## config.mk

```make
export PLATFORM = sky130hd
export DESIGN_NAME = dcc_instruction_encoder_unit
export DESIGN_NICKNAME = d
export VERILOG_FILES = /design/src/rtl/core/dccie_pkg.sv /design/src/rtl/core/dcc_instruction_encoder_unit.sv /design/src/rtl/core/dccie_front.sv /design/src/rtl/core/dccie_queue.sv /design/src/rtl/core/dccie_back.sv
export VERILOG_INCLUDE_DIRS = /design/src /design/src/rtl/core
export SDC_FILE = /design/constraint.sdc
export NUM_CORES = 1
export LEC_CHECK = 0
export ABC_CLOCK_PERIOD_IN_PS = 11550
export CORE_ASPECT_RATIO = 0.5
export CORE_MARGIN = 3
export CORE_UTILIZATION = 51
export CTS_CLUSTER_SIZE = 20
export DETAILED_ROUTE_END_ITERATION = 6
export DONT_BUFFER_PORTS = 1
export GPL_TIMING_DRIVEN = 0
export MAX_ROUTING_LAYER = met4
export PLACE_DENSITY = 0.66
export SYNTH_ARGS = -nofsm -noshare
export SYNTH_HDL_FRONTEND = slang
export SYNTH_SLANG_ARGS = --single-unit
```

## constraint.sdc

```tcl
create_clock -name clk -period 11.55 [get_ports clk]
set_input_delay 3.465 -clock clk [delete_from_list [all_inputs] [get_ports clk]]
set_output_delay 3.465 -clock clk [all_outputs]
set_load 0.05 [all_outputs]
```

## src/rtl/core/dcc_instruction_encoder_unit_macros.svh

```systemverilog
// ----------------------------------------------------------------------------
// dcc_instruction_encoder_unit_macros
// Assertion macros for the DCC instruction encoder unit.
// Each macro expects clk and rst_n in scope.
// ----------------------------------------------------------------------------
`ifndef DCC_INSTRUCTION_ENCODER_UNIT_MACROS_SVH
`define DCC_INSTRUCTION_ENCODER_UNIT_MACROS_SVH

// Check a condition that must hold in the same cycle as its trigger.
`define DCCIE_ASSERT_NOW(label, ante, cons) \
  label: assert property (@(posedge clk) disable iff (!rst_n) (ante) |-> (cons)) \
    else $error("dccie same-cycle check failed");

// Check a condition that must hold in the cycle after its trigger.
`define DCCIE_ASSERT_NEXT(label, ante, cons) \
  label: assert property (@(posedge clk) disable iff (!rst_n) (ante) |=> (cons)) \
    else $error("dccie next-cycle check failed");

`endif

```

## src/rtl/core/dccie_pkg.sv

```systemverilog
// ----------------------------------------------------------------------------
// dccie_pkg
// Shared types and constants of the DCC instruction encoder: command classes,
// step modes, queue entry and result word layouts, instruction byte codes.
// ----------------------------------------------------------------------------
package dccie_pkg;

  // Command queue between front and back
  localparam int QUEUE_DEPTH = 2;
  localparam int QPTR_W      = (QUEUE_DEPTH > 1) ? $clog2(QUEUE_DEPTH) : 1;
  localparam int QCNT_W      = $clog2(QUEUE_DEPTH + 1);

  // Input function codes
  typedef enum logic [3:0] {
    FN_SPEED   = 4'd0,
    FN_FG1     = 4'd1,
    FN_FG2     = 4'd2,
    FN_FG3     = 4'd3,
    FN_FG_ALL  = 4'd4,
    FN_CV      = 4'd5,
    FN_STOP    = 4'd6,
    FN_ACC_SET = 4'd7,
    FN_ACC_CLR = 4'd8
  } func_t;

  // Classified command, as carried in the queue
  typedef enum logic [3:0] {
    CMD_REJECT,
    CMD_SPEED,
    CMD_ESTOP,
    CMD_FG1,
    CMD_FG2,
    CMD_FG3,
    CMD_FG_ALL,
    CMD_CV,
    CMD_ACC
  } cmd_t;

  typedef enum logic [1:0] {
    STEP_14,
    STEP_28,
    STEP_128
  } step_mode_t;

  // Queue classes
  localparam logic [1:0] QC_EMERGENCY = 2'd0;
  localparam logic [1:0] QC_HIGH      = 2'd1;
  localparam logic [1:0] QC_LOW       = 2'd2;

  // Packet kinds
  localparam logic [2:0] PK_SPEED  = 3'd0;
  localparam logic [2:0] PK_FG1    = 3'd1;
  localparam logic [2:0] PK_FG2    = 3'd2;
  localparam logic [2:0] PK_FG3    = 3'd3;
  localparam logic [2:0] PK_CV     = 3'd4;
  localparam logic [2:0] PK_ESTOP  = 3'd5;
  localparam logic [2:0] PK_ACC    = 3'd6;

  // Repeat counts
  localparam logic [3:0] REP_NORMAL = 4'd3;
  localparam logic [3:0] REP_ESTOP  = 4'd10;
  localparam logic [3:0] REP_ACC    = 4'd2;

  // Supported step counts
  localparam logic [7:0] STEPS_14  = 8'd14;
  localparam logic [7:0] STEPS_28  = 8'd28;
  localparam logic [7:0] STEPS_128 = 8'd128;
  localparam logic [7:0] STEPS_RESET = 8'd128;

  // Instruction byte codes
  localparam logic [7:0] BYTE_SPEED    = 8'h40;
  localparam logic [7:0] BYTE_ADV_SPD  = 8'h3F;
  localparam logic [7:0] BYTE_DIR_1428 = 8'h20;
  localparam logic [7:0] BYTE_DIR_128  = 8'h80;
  localparam logic [7:0] BYTE_FG1      = 8'h80;
  localparam logic [7:0] BYTE_FG2      = 8'hB0;
  localparam logic [7:0] BYTE_FG3      = 8'hA0;
  localparam logic [7:0] BYTE_CV_WRITE = 8'hEC;
  localparam logic [7:0] BYTE_ESTOP    = 8'h41;
  localparam logic [6:0] SPEED_MAX     = 7'd127;

  // Step scaling: floor(x*13/125) and floor(x*29/125) for x <= 125 as
  // x * (k * ceil(2^20/125)) >> 20, exact over that range.
  localparam int          SCALE_SHIFT = 20;
  localparam logic [23:0] MUL_14      = 24'd109057;
  localparam logic [24:0] MUL_28      = 25'd243281;

  typedef struct packed {
    cmd_t        cmd;
    step_mode_t  step;
    logic        dir;
    logic [6:0]  mag;
    logic [13:0] address;
    logic        long_address;
    logic [12:0] function_bits;
    logic [9:0]  cv_index;
    logic [7:0]  cv_value;
    logic [1:0]  acc_output;
    logic        acc_set;
  } cmd_entry_t;

  typedef struct packed {
    logic        accepted;
    logic [1:0]  queue_class;
    logic [2:0]  packet_kind;
    logic [3:0]  repeat_count;
    logic [13:0] address;
    logic        long_address;
    logic [1:0]  byte_count;
    logic [7:0]  byte_first;
    logic [7:0]  byte_second;
    logic [7:0]  byte_third;
    logic        last;
  } result_t;

  typedef struct packed {
    logic              empty;
    logic              full;
    logic [QCNT_W-1:0] count;
  } q_status_t;

endpackage

```

## src/rtl/core/dcc_instruction_encoder_unit.sv

```systemverilog
// ----------------------------------------------------------------------------
// dcc_instruction_encoder_unit
// Encodes model-railway commands into DCC instruction bytes with packet kind,
// repeat count and queue class.
// ----------------------------------------------------------------------------
// Usage:
//   Commands enter through a queue-style port: a word is taken at a clock
//   edge with push high and full low. Results leave the same way: while empty
//   is low the oldest result is on the out_ ports, and pop takes it.
//   cfg_we/cfg_wdata write the default step count used when a speed command
//   gives zero steps; write it only while no command is in flight.
//   A command passes through the command queue and then the result register
//   on its way to the out_ ports. A new command is taken every cycle while
//   the two-entry command queue has room. The encoder stage gives one result
//   word per cycle while the result register is free or being popped; an
//   all-functions command gives three words.
//   If the receiver stalls, the result register holds its word, the command
//   queue fills and full rises after two more commands.
//   Reset (rst_n low at a clock edge) empties the queue and result register
//   and sets the default step count to 128.
// ----------------------------------------------------------------------------
`include "dcc_instruction_encoder_unit_macros.svh"

module dcc_instruction_encoder_unit (
  input  logic               clk,
  input  logic               rst_n,
  input  logic               cfg_we,
  input  logic [7:0]         cfg_wdata,
  input  logic               push,
  output logic               full,
  input  logic [3:0]         in_func,
  input  logic [13:0]        in_address,
  input  logic               in_long_address,
  input  logic signed [7:0]  in_speed,
  input  logic [7:0]         in_speed_steps,
  input  logic [12:0]        in_function_bits,
  input  logic [10:0]        in_cv_number,
  input  logic [7:0]         in_cv_value,
  input  logic [1:0]         in_accessory_output,
  output logic               empty,
  input  logic               pop,
  output logic               out_accepted,
  output logic [1:0]         out_queue_class,
  output logic [2:0]         out_packet_kind,
  output logic [3:0]         out_repeat_count,
  output logic [13:0]        out_address,
  output logic               out_long_address,
  output logic [1:0]         out_byte_count,
  output logic [7:0]         out_byte_first,
  output logic [7:0]         out_byte_second,
  output logic [7:0]         out_byte_third,
  output logic               out_last
);
  import dccie_pkg::*;

  cmd_entry_t q_wdata;
  cmd_entry_t q_head;
  q_status_t  q_stat;
  logic       q_wr;
  logic       q_rd;
  result_t    res;
  logic       res_valid;

  // Accept and classify commands
  dccie_front u_front (
    .clk                 (clk),
    .rst_n               (rst_n),
    .cfg_we              (cfg_we),
    .cfg_wdata           (cfg_wdata),
    .push                (push),
    .full                (full),
    .in_func             (in_func),
    .in_address          (in_address),
    .in_long_address     (in_long_address),
    .in_speed            (in_speed),
    .in_speed_steps      (in_speed_steps),
    .in_function_bits    (in_function_bits),
    .in_cv_number        (in_cv_number),
    .in_cv_value         (in_cv_value),
    .in_accessory_output (in_accessory_output),
    .q_stat              (q_stat),
    .q_wr                (q_wr),
    .q_wdata             (q_wdata)
  );

  // Buffer classified commands
  dccie_queue u_queue (
    .clk   (clk),
    .rst_n (rst_n),
    .wr    (q_wr),
    .wdata (q_wdata),
    .rd    (q_rd),
    .rdata (q_head),
    .stat  (q_stat)
  );

  // Encode and hold results
  dccie_back u_back (
    .clk       (clk),
    .rst_n     (rst_n),
    .head      (q_head),
    .q_stat    (q_stat),
    .q_rd      (q_rd),
    .res       (res),
    .res_valid (res_valid),
    .res_pop   (pop)
  );

  assign empty            = !res_valid;
  assign out_accepted     = res.accepted;
  assign out_queue_class  = res.queue_class;
  assign out_packet_kind  = res.packet_kind;
  assign out_repeat_count = res.repeat_count;
  assign out_address      = res.address;
  assign out_long_address = res.long_address;
  assign out_byte_count   = res.byte_count;
  assign out_byte_first   = res.byte_first;
  assign out_byte_second  = res.byte_second;
  assign out_byte_third   = res.byte_third;
  assign out_last         = res.last;

  // A rejected command gives one bare, final word
  `DCCIE_ASSERT_NOW(a_reject_final, !empty && !out_accepted, out_last && (out_byte_count == 2'd0))
  // A non-final group word means its command still sits at the queue head
  `DCCIE_ASSERT_NOW(a_group_held, !empty && !out_last, !q_stat.empty)
  // Queue fill never passes its depth
  `DCCIE_ASSERT_NOW(a_queue_bound, 1'b1, q_stat.count <= QCNT_W'(QUEUE_DEPTH))
  // A taken command never leaves the queue empty in the next cycle
  `DCCIE_ASSERT_NEXT(a_push_lands, push && !full && !q_rd, !q_stat.empty)

endmodule

```

## src/rtl/core/dccie_front.sv

```systemverilog
// ----------------------------------------------------------------------------
// dccie_front
// Accepts commands, resolves the step mode against the default-steps
// register and classifies each command into a queue entry.
// ----------------------------------------------------------------------------
module dccie_front (
  input  logic                   clk,
  input  logic                   rst_n,
  input  logic                   cfg_we,
  input  logic [7:0]             cfg_wdata,
  input  logic                   push,
  output logic                   full,
  input  logic [3:0]             in_func,
  input  logic [13:0]            in_address,
  input  logic                   in_long_address,
  input  logic signed [7:0]      in_speed,
  input  logic [7:0]             in_speed_steps,
  input  logic [12:0]            in_function_bits,
  input  logic [10:0]            in_cv_number,
  input  logic [7:0]             in_cv_value,
  input  logic [1:0]             in_accessory_output,
  input  dccie_pkg::q_status_t   q_stat,
  output logic                   q_wr,
  output dccie_pkg::cmd_entry_t  q_wdata
);
  import dccie_pkg::*;

  logic [7:0] default_steps_r;
  logic [7:0] steps;
  logic       steps_ok;
  step_mode_t step_mode;
  logic       neg;
  logic [7:0] mag_full;
  logic [6:0] mag;

  // Hold the default step count register
  always_ff @(posedge clk) begin
    if (!rst_n) begin
      default_steps_r <= STEPS_RESET;
    end else if (cfg_we) begin
      default_steps_r <= cfg_wdata;
    end
  end

  // Resolve step count and speed magnitude
  always_comb begin
    steps     = (in_speed_steps != 8'd0) ? in_speed_steps : default_steps_r;
    steps_ok  = 1'b1;
    step_mode = STEP_128;
    case (steps)
      STEPS_14:  step_mode = STEP_14;
      STEPS_28:  step_mode = STEP_28;
      STEPS_128: step_mode = STEP_128;
      default:   steps_ok  = 1'b0;
    endcase
    neg      = in_speed[7];
    mag_full = neg ? 8'(-in_speed) : 8'(in_speed);
    mag      = mag_full[7] ? SPEED_MAX : mag_full[6:0];
  end

  // Classify the command
  always_comb begin
    q_wdata               = '0;
    q_wdata.cmd           = CMD_REJECT;
    q_wdata.step          = step_mode;
    q_wdata.dir           = ~neg;
    q_wdata.mag           = mag;
    q_wdata.address       = in_address;
    q_wdata.long_address  = in_long_address;
    q_wdata.function_bits = in_function_bits;
    q_wdata.cv_index      = 10'(in_cv_number - 11'd1);
    q_wdata.cv_value      = in_cv_value;
    q_wdata.acc_output    = in_accessory_output;
    q_wdata.acc_set       = 1'b0;
    unique case (in_func)
      FN_SPEED: begin
        if (!steps_ok) begin
          q_wdata.cmd = CMD_REJECT;
        end else if (mag == 7'd0) begin
          q_wdata.cmd = CMD_ESTOP;
        end else begin
          q_wdata.cmd = CMD_SPEED;
        end
      end
      FN_FG1:     q_wdata.cmd = CMD_FG1;
      FN_FG2:     q_wdata.cmd = CMD_FG2;
      FN_FG3:     q_wdata.cmd = CMD_FG3;
      FN_FG_ALL:  q_wdata.cmd = CMD_FG_ALL;
      FN_CV:      q_wdata.cmd = CMD_CV;
      FN_STOP:    q_wdata.cmd = CMD_ESTOP;
      FN_ACC_SET: begin
        q_wdata.cmd     = CMD_ACC;
        q_wdata.acc_set = 1'b1;
      end
      FN_ACC_CLR: q_wdata.cmd = CMD_ACC;
      default:    q_wdata.cmd = CMD_REJECT;
    endcase
  end

  assign full = q_stat.full;
  assign q_wr = push && !q_stat.full;

endmodule

```

## src/rtl/core/dccie_queue.sv

```systemverilog
// ----------------------------------------------------------------------------
// dccie_queue
// Short command queue between front and back; write and read can happen in the same cycle.
// ----------------------------------------------------------------------------
module dccie_queue (
  input  logic                   clk,
  input  logic                   rst_n,
  input  logic                   wr,
  input  dccie_pkg::cmd_entry_t  wdata,
  input  logic                   rd,
  output dccie_pkg::cmd_entry_t  rdata,
  output dccie_pkg::q_status_t   stat
);
  import dccie_pkg::*;

  cmd_entry_t        entry_r [QUEUE_DEPTH];
  logic [QPTR_W-1:0] wr_ptr_r;
  logic [QPTR_W-1:0] wr_ptr_nxt;
  logic [QPTR_W-1:0] rd_ptr_r;
  logic [QPTR_W-1:0] rd_ptr_nxt;
  logic [QCNT_W-1:0] count_r;
  logic [QCNT_W-1:0] count_nxt;
  logic              do_wr;
  logic              do_rd;

  // Advance pointers and count
  always_comb begin
    do_wr      = wr && (count_r != QCNT_W'(QUEUE_DEPTH));
    do_rd      = rd && (count_r != '0);
    wr_ptr_nxt = wr_ptr_r;
    rd_ptr_nxt = rd_ptr_r;
    count_nxt  = count_r;
    if (do_wr) begin
      wr_ptr_nxt = (wr_ptr_r == QPTR_W'(QUEUE_DEPTH - 1)) ? '0 : wr_ptr_r + 1'b1;
    end
    if (do_rd) begin
      rd_ptr_nxt = (rd_ptr_r == QPTR_W'(QUEUE_DEPTH - 1)) ? '0 : rd_ptr_r + 1'b1;
    end
    if (do_wr && !do_rd) begin
      count_nxt = count_r + 1'b1;
    end else if (do_rd && !do_wr) begin
      count_nxt = count_r - 1'b1;
    end
  end

  always_ff @(posedge clk) begin
    if (!rst_n) begin
      wr_ptr_r <= '0;
      rd_ptr_r <= '0;
      count_r  <= '0;
    end else begin
      wr_ptr_r <= wr_ptr_nxt;
      rd_ptr_r <= rd_ptr_nxt;
      count_r  <= count_nxt;
    end
  end

  // Store the incoming word
  always_ff @(posedge clk) begin
    if (do_wr) begin
      entry_r[wr_ptr_r] <= wdata;
    end
  end

  assign rdata      = entry_r[rd_ptr_r];
  assign stat.empty = (count_r == '0);
  assign stat.full  = (count_r == QCNT_W'(QUEUE_DEPTH));
  assign stat.count = count_r;

endmodule

```

## src/rtl/core/dccie_back.sv

```systemverilog
// ----------------------------------------------------------------------------
// dccie_back
// Encodes the queue head into instruction bytes, steps through the three
// groups of an all-functions command and holds the result register.
// ----------------------------------------------------------------------------
module dccie_back (
  input  logic                   clk,
  input  logic                   rst_n,
  input  dccie_pkg::cmd_entry_t  head,
  input  dccie_pkg::q_status_t   q_stat,
  output logic                   q_rd,
  output dccie_pkg::result_t     res,
  output logic                   res_valid,
  input  logic                   res_pop
);
  import dccie_pkg::*;

  logic [1:0]  grp_r;
  logic [1:0]  grp_nxt;
  logic        out_valid_r;
  logic        out_valid_nxt;
  result_t     out_r;
  result_t     enc;
  logic        issue;
  logic [6:0]  x;
  logic [23:0] prod14;
  logic [24:0] prod28;
  logic [3:0]  v14;
  logic [4:0]  v28;
  logic [7:0]  spd;
  logic [1:0]  grp;
  logic [4:0]  gbits;
  logic [7:0]  gbyte;

  // Scale speed magnitude into 14 and 28 step codes
  always_comb begin
    x      = head.mag - 7'd2;
    prod14 = 24'(x) * MUL_14;
    prod28 = 25'(x) * MUL_28;
    v14    = 4'(prod14 >> SCALE_SHIFT) + 4'd2;
    v28    = 5'(prod28 >> SCALE_SHIFT) + 5'd2;
    if (head.mag == 7'd1) begin
      spd = BYTE_SPEED;
    end else if (head.step == STEP_14) begin
      spd = BYTE_SPEED | {4'd0, v14};
    end else begin
      spd = BYTE_SPEED | {3'd0, v28[0], v28[4:1]};
    end
    if (head.dir) begin
      spd = spd | BYTE_DIR_1428;
    end
  end

  // Pick the function group and its bits
  always_comb begin
    grp   = 2'd1;
    gbits = head.function_bits[4:0];
    case (head.cmd)
      CMD_FG2: begin
        grp   = 2'd2;
        gbits = {1'b0, head.function_bits[3:0]};
      end
      CMD_FG3: begin
        grp   = 2'd3;
        gbits = {1'b0, head.function_bits[3:0]};
      end
      CMD_FG_ALL: begin
        case (grp_r)
          2'd1: begin
            grp   = 2'd2;
            gbits = {1'b0, head.function_bits[8:5]};
          end
          2'd2: begin
            grp   = 2'd3;
            gbits = {1'b0, head.function_bits[12:9]};
          end
          default: begin
            grp   = 2'd1;
            gbits = head.function_bits[4:0];
          end
        endcase
      end
      default: begin
        grp   = 2'd1;
        gbits = head.function_bits[4:0];
      end
    endcase
    case (grp)
      2'd2:    gbyte = BYTE_FG2 | {4'd0, gbits[3:0]};
      2'd3:    gbyte = BYTE_FG3 | {4'd0, gbits[3:0]};
      default: gbyte = BYTE_FG1 | {3'd0, gbits[0], gbits[4:1]};
    endcase
  end

  // Build the result word
  always_comb begin
    enc              = '0;
    enc.accepted     = 1'b1;
    enc.address      = head.address;
    enc.long_address = head.long_address;
    enc.last         = 1'b1;
    unique case (head.cmd) inside
      CMD_SPEED: begin
        enc.queue_class  = QC_HIGH;
        enc.packet_kind  = PK_SPEED;
        enc.repeat_count = REP_NORMAL;
        if (head.step == STEP_128) begin
          enc.byte_count  = 2'd2;
          enc.byte_first  = BYTE_ADV_SPD;
          enc.byte_second = ((head.mag == 7'd1) ? 8'd0 : {1'b0, head.mag})
                            | (head.dir ? BYTE_DIR_128 : 8'd0);
        end else begin
          enc.byte_count = 2'd1;
          enc.byte_first = spd;
        end
      end
      CMD_ESTOP: begin
        enc.queue_class  = QC_EMERGENCY;
        enc.packet_kind  = PK_ESTOP;
        enc.repeat_count = REP_ESTOP;
        enc.byte_count   = 2'd1;
        enc.byte_first   = BYTE_ESTOP;
      end
      CMD_FG1, CMD_FG2, CMD_FG3, CMD_FG_ALL: begin
        enc.queue_class  = QC_LOW;
        enc.packet_kind  = (grp == 2'd2) ? PK_FG2 : ((grp == 2'd3) ? PK_FG3 : PK_FG1);
        enc.repeat_count = REP_NORMAL;
        enc.byte_count   = 2'd1;
        enc.byte_first   = gbyte;
        enc.last         = (head.cmd != CMD_FG_ALL) || (grp_r == 2'd2);
      end
      CMD_CV: begin
        enc.queue_class  = QC_LOW;
        enc.packet_kind  = PK_CV;
        enc.repeat_count = REP_NORMAL;
        enc.byte_count   = 2'd3;
        enc.byte_first   = BYTE_CV_WRITE | {6'd0, head.cv_index[9:8]};
        enc.byte_second  = head.cv_index[7:0];
        enc.byte_third   = head.cv_value;
      end
      CMD_ACC: begin
        enc.queue_class  = QC_LOW;
        enc.packet_kind  = PK_ACC;
        enc.repeat_count = REP_ACC;
        enc.long_address = 1'b0;
        enc.byte_count   = 2'd1;
        enc.byte_first   = {5'd0, head.acc_output, head.acc_set};
      end
      default: begin
        enc.accepted = 1'b0;
      end
    endcase
  end

  // Issue when the result register is free or being drained
  always_comb begin
    issue         = !q_stat.empty && (!out_valid_r || res_pop);
    q_rd          = issue && enc.last;
    grp_nxt       = grp_r;
    out_valid_nxt = out_valid_r;
    if (issue) begin
      grp_nxt       = enc.last ? 2'd0 : grp_r + 2'd1;
      out_valid_nxt = 1'b1;
    end else if (res_pop) begin
      out_valid_nxt = 1'b0;
    end
  end

  always_ff @(posedge clk) begin
    if (!rst_n) begin
      grp_r       <= 2'd0;
      out_valid_r <= 1'b0;
    end else begin
      grp_r       <= grp_nxt;
      out_valid_r <= out_valid_nxt;
    end
  end

  // Load the result register
  always_ff @(posedge clk) begin
    if (issue) begin
      out_r <= enc;
    end
  end

  assign res       = out_r;
  assign res_valid = out_valid_r;

endmodule
```

# --- Word-level counts from Yosys, hierarchy flattened ---
# Memories as Yosys holds them, arrays and structs flattened. A register that Yosys moved wholly into a read port is not among the register bits.
# Cells that the tools add are included.
# W data, S select, Z words.
totals:
  mem_count: 1
  ram_bits: 126
  out_inout_bits: 54
  ff_bits: 67
  elab_cells: 126
  in_bits: 82
op_classes:
  n_mul: 2
  muxes: 39
  n_bitwise: 2
  n_eq_ne: 28
  add_sub_neg: 10
  n_reduce_logical: 27
memory_table:
  columns: ["name", "words", "width", "read_ports", "rd_ports_with_merged_regs", "wr", "line_no", "rtl"]
  rows:
  - ["u_queue.entry_r", 2, 63, 1, 1, 1, "dccie_queue.sv:16", "cmd_entry_t entry_r [QUEUE_DEPTH];"]
ops:
  columns: ["operator", "count"]
  rows:
  - ["$pmux W10 S5", 1]
  - ["$pmux W9 S5", 1]
  - ["$eq A4 B3 Y1 const B", 8]
  - ["$mux W8", 4]
  - ["$pmux W4 S8", 1]
  - ["$mul A7 B18 Y25 const B", 1]
  - ["$mul A7 B17 Y24 const B", 1]
  - ["$pmux W5 S2", 2]
  - ["$eq A4 B2 Y1 const B", 4]
  - ["$pmux W8 S2", 1]
  - ["$mux W7", 2]
  - ["$mux W1", 12]
  - ["$pmux W6 S2", 1]
  - ["$eq A2 B2 Y1 const B", 5]
  - ["$mux W10", 1]
  - ["$mux W2", 5]
  - ["$mux W5", 2]
  - ["$sub A10 B1 Y10 const B", 1]
  - ["$eq A4 B1 Y1 const B", 2]
  - ["$eq A4 B4 Y1 const B", 2]
  - ["$eq A8 B4 Y1 const B", 1]
  - ["$eq A8 B5 Y1 const B", 1]
  - ["$eq A8 B8 Y1 const B", 1]
  - ["$neg A8 Y8", 1]
  - ["other kinds (29)", 47]

# --- Depth between registers and ports, before layout ---
logic_depth:
  ltp_word: 8
  mapped_depth: 31

# --- Hierarchy ---
# A second synthesis with hierarchy kept.
hier_totals:
  cells_unflattened: 873
  area_unflattened_um2: 11134.4
modules_own_cells:
  columns: ["mod", "cells_each", "n_inst", "area_per_inst_um2"]
  rows:
  - ["dccie_back", 474, 1, 5013.6]
  - ["dccie_queue", 221, 1, 4777.1]
  - ["dccie_front", 177, 1, 1340.0]
  - ["dcc_instruction_encoder_unit", 1, 1, 3.8]

# --- Worst setup path before layout ---
# Ideal clock, no wire load.
synth_path:
  kind: "register to register"
  startpoint: "register (tool-made name)"
  endpoint: "register u_back.out_r, in the netlist u_back.res[20], data pin"
  setup_slack_ps: 3967
  arrival_ps: 7314
  setup_time_ps: 269
  path_stages_with_launch: 28
  cell_sequence: "dfxtp_1 buf_6 buf_2 buf_2 buf_2 buf_2 mux2i_1 ha_1 inv_1 a21oi_1 xnor2_1 ha_1 inv_1 fa_1 inv_1 fa_1 inv_1 fa_1 inv_1 ha_1 a211oi_1 o21ai_0 a22o_1 or4b_1 a311o_1 and4_1 a2111oi_2 nand3_1"
synth_lines:
  columns: ["element", "line_no", "rtl"]
  rows:
  - ["to (signal assigned)", "dccie_back.sv:182", "out_r <= enc;"]
  - ["to (decl)", "dccie_back.sv:22", "result_t out_r;"]

==> metrics.txt <==
Resized cells post-CTS=0; status=completed; most common cell after layout, fill and taps aside=edfxtp_1; # setup viols final=0; critical path class=flip-flop to flip-flop; Startpoint Class=flip-flop; register area share after synthesis=52.8%; initial antenna violation count=0; Top Ports=136; Worst-path clk slew=70 ps; Max-Cap Viols=0; DR pass1 iterations=5; Yosys top cell by area=edfxtp_1; routed len/inst=19.9 µm; Syn. warnings=0; Buffers on Ports=0; n_diodes=0; cts bufs inserted=17; Final Util=58.5%; DRC=0; Routed WL=22400 µm; Placeable Area=20000 µm²; Peak Freq=0.108 GHz; critical path endpoint category=flip-flop; Slew Limit Fails=0; Via density=5.74; num rows=36; # nets final=1051; detailed placement HPWL=17000 µm; post-synth cell types=76; Post-CTS Setup Inserts=0; Tot GR Track Use=20.9%; Hold Buf Count CTS=0; asr flop ratio synth=0%; reg-to-reg slack, setup=2320 ps; Synth top area share=49.8%; Syn Std Cell Area=10700 µm²; H-Tree Level Count=4; syn_nets=1028; clk buf depth=2; ys flop type=edfxtp_1; global-route wire length before repair=35400 µm; Die Width=211 µm; Fin. Hold Viols=0; Synth area leaders=edfxtp_1 (50%), ha_1 (11%), fa_1 (5.3%), mux2i_1 (3.9%), dfxtp_1 (3.0%); Worst Tran Pin Value=1280 ps; setup TNS=0 ps; Clock Sinks=193; Worst Path Required=11720 ps; Iter 0 DRT Violations=405; flops & latches, synth=193; fraction of layout cells with a size suffix above 1=9.78%; CTS tree=built; clock root buffer=clkbuf_16; crit path DAT=9400 ps; CP max FO=11; Area Overhead vs Synth=9.63%; full die area=22800 µm²; Via Count=6458; Die Y=108 µm; commonest non-fill, non-tap cells in the layout=edfxtp_1 (177), ha_1 (95), inv_1 (82), mux2i_1 (42), nand2_1 (37); Initial Utilization=53.4%; EDFF count, synth=177; Syn Area/Cell=13.0 µm²; Post-DRT Antenna Nets=0; Worst Skew=13.4 ps; total gr overflow=0; Syn Inst Count=823; clock latency on the worst-skew pair=430 ps; largest net degree at the start of global routing=64; Final min period=9230 ps; GPL Wtd Cong=0.882; relative slew slack=13.8%; RSZ-0062 raised after global routing=false; type of the tightest min-delay check=flip-flop to flip-flop; vias in the first global route=6618; Tcrit/Tclk final=79.9%
[worst max-delay path, stage by stage, from the launching register on]
cell and delay [ps]:
dfxtp_1 510, buf_6 210, buf_2 230, buf_2 310
buf_2 390, buf_2 380, mux2i_1 730, ha_1 480
inv_1 210, a21oi_1 180, xnor2_1 560, ha_1 350
inv_1 120, fa_1 490, inv_1 50, fa_1 490
inv_1 50, fa_1 490, inv_1 50, ha_1 320
a211oi_1 240, o21ai_0 220, a22o_1 280, or4b_1 500
a311o_1 430, and4_1 210, a2111oi_2 340, nand3_1 130
[cell type report]
class | instances | area [µm²]
clock inverters | 15 | 169
inverters | 83 | 312
well taps | 266 | 333
multi-input cells | 530 | 4650
flip-flops and latches | 193 | 5640
repair buffers | 4 | 87.6
plain buffers | 17 | 82.6
clock buffers | 17 | 425
fillers | 1654 | 8300
[Yosys cell counts (all sizes together) (8+ instances only)]
master,instances
mux2,22
o21ai,22
a21oi,23
nor3,16
nor2b,11
and2,8
dfxtp,16
nand2,37
mux2i,44
nand3,14
o22ai,9
edfxtp,177
fa,28
nor2,35
ha,95
xor2,13
nand2b,10
or3,11
inv,83
a211oi,9
xnor2,22
buf,9
clkbuf,8
[sequential cells by signal (all words and copies together), names as in the netlist, named ones only]
register                 count
u_queue.entry_r            126
u_back.res                  51
u_front.default_steps_r      8
u_back.grp_r                 2
u_queue.count_r              2
u_back.res_valid             1
u_queue.rd_ptr_r             1
u_queue.wr_ptr_r             1
[logic make-up after synthesis]
family / synth area share, %
compound gates: 8.40
xor+xnor: 2.87
fa+ha+maj: 16.4
buf+inv: 3.69
flops: 52.8
mux: 6.94
other cells: 0.0351
simple gates: 8.85
[per-stage QoR]
step / cell area, µm² / hold WS [ps] / instances / setup slack (ps)
4_1_cts: 11700 / 519 / 1125 / 2240
6_report: 11700 / 524 / 1125 / 2320
5_1_grt: 11700 / 565 / 1125 / 1780
3_5_place_dp: 11100 / 499 / 1093 / 2260
3_3_place_gp: 11000 / 491 / 1089 / 2370
2_1_floorplan: 10700 / 466 / 823 / 3970
[per-layer routing]
metal	vias to the layer above	GRT usage (%)	part of all wire, %
met3	25	6.00	6.1
met2	129	32.4	47
met4	0	5.11	1.3
li1	3107	-	-
met1	3197	27.7	45
met5	-	-	0
[final timing paths]
kind,start,endpoint,depth (start not counted)
setup / recovery,flip-flop,u_back.res[20],27
hold / removal,u_front.default_steps_r[7],u_front.default_steps_r[7],2
setup reg to reg,flip-flop,u_back.res[20],27
hold reg to reg,u_front.default_steps_r[7],u_front.default_steps_r[7],2
Power is not shown: default switching activity piles up to over one toggle a cycle in this logic, so the estimate is an artifact.
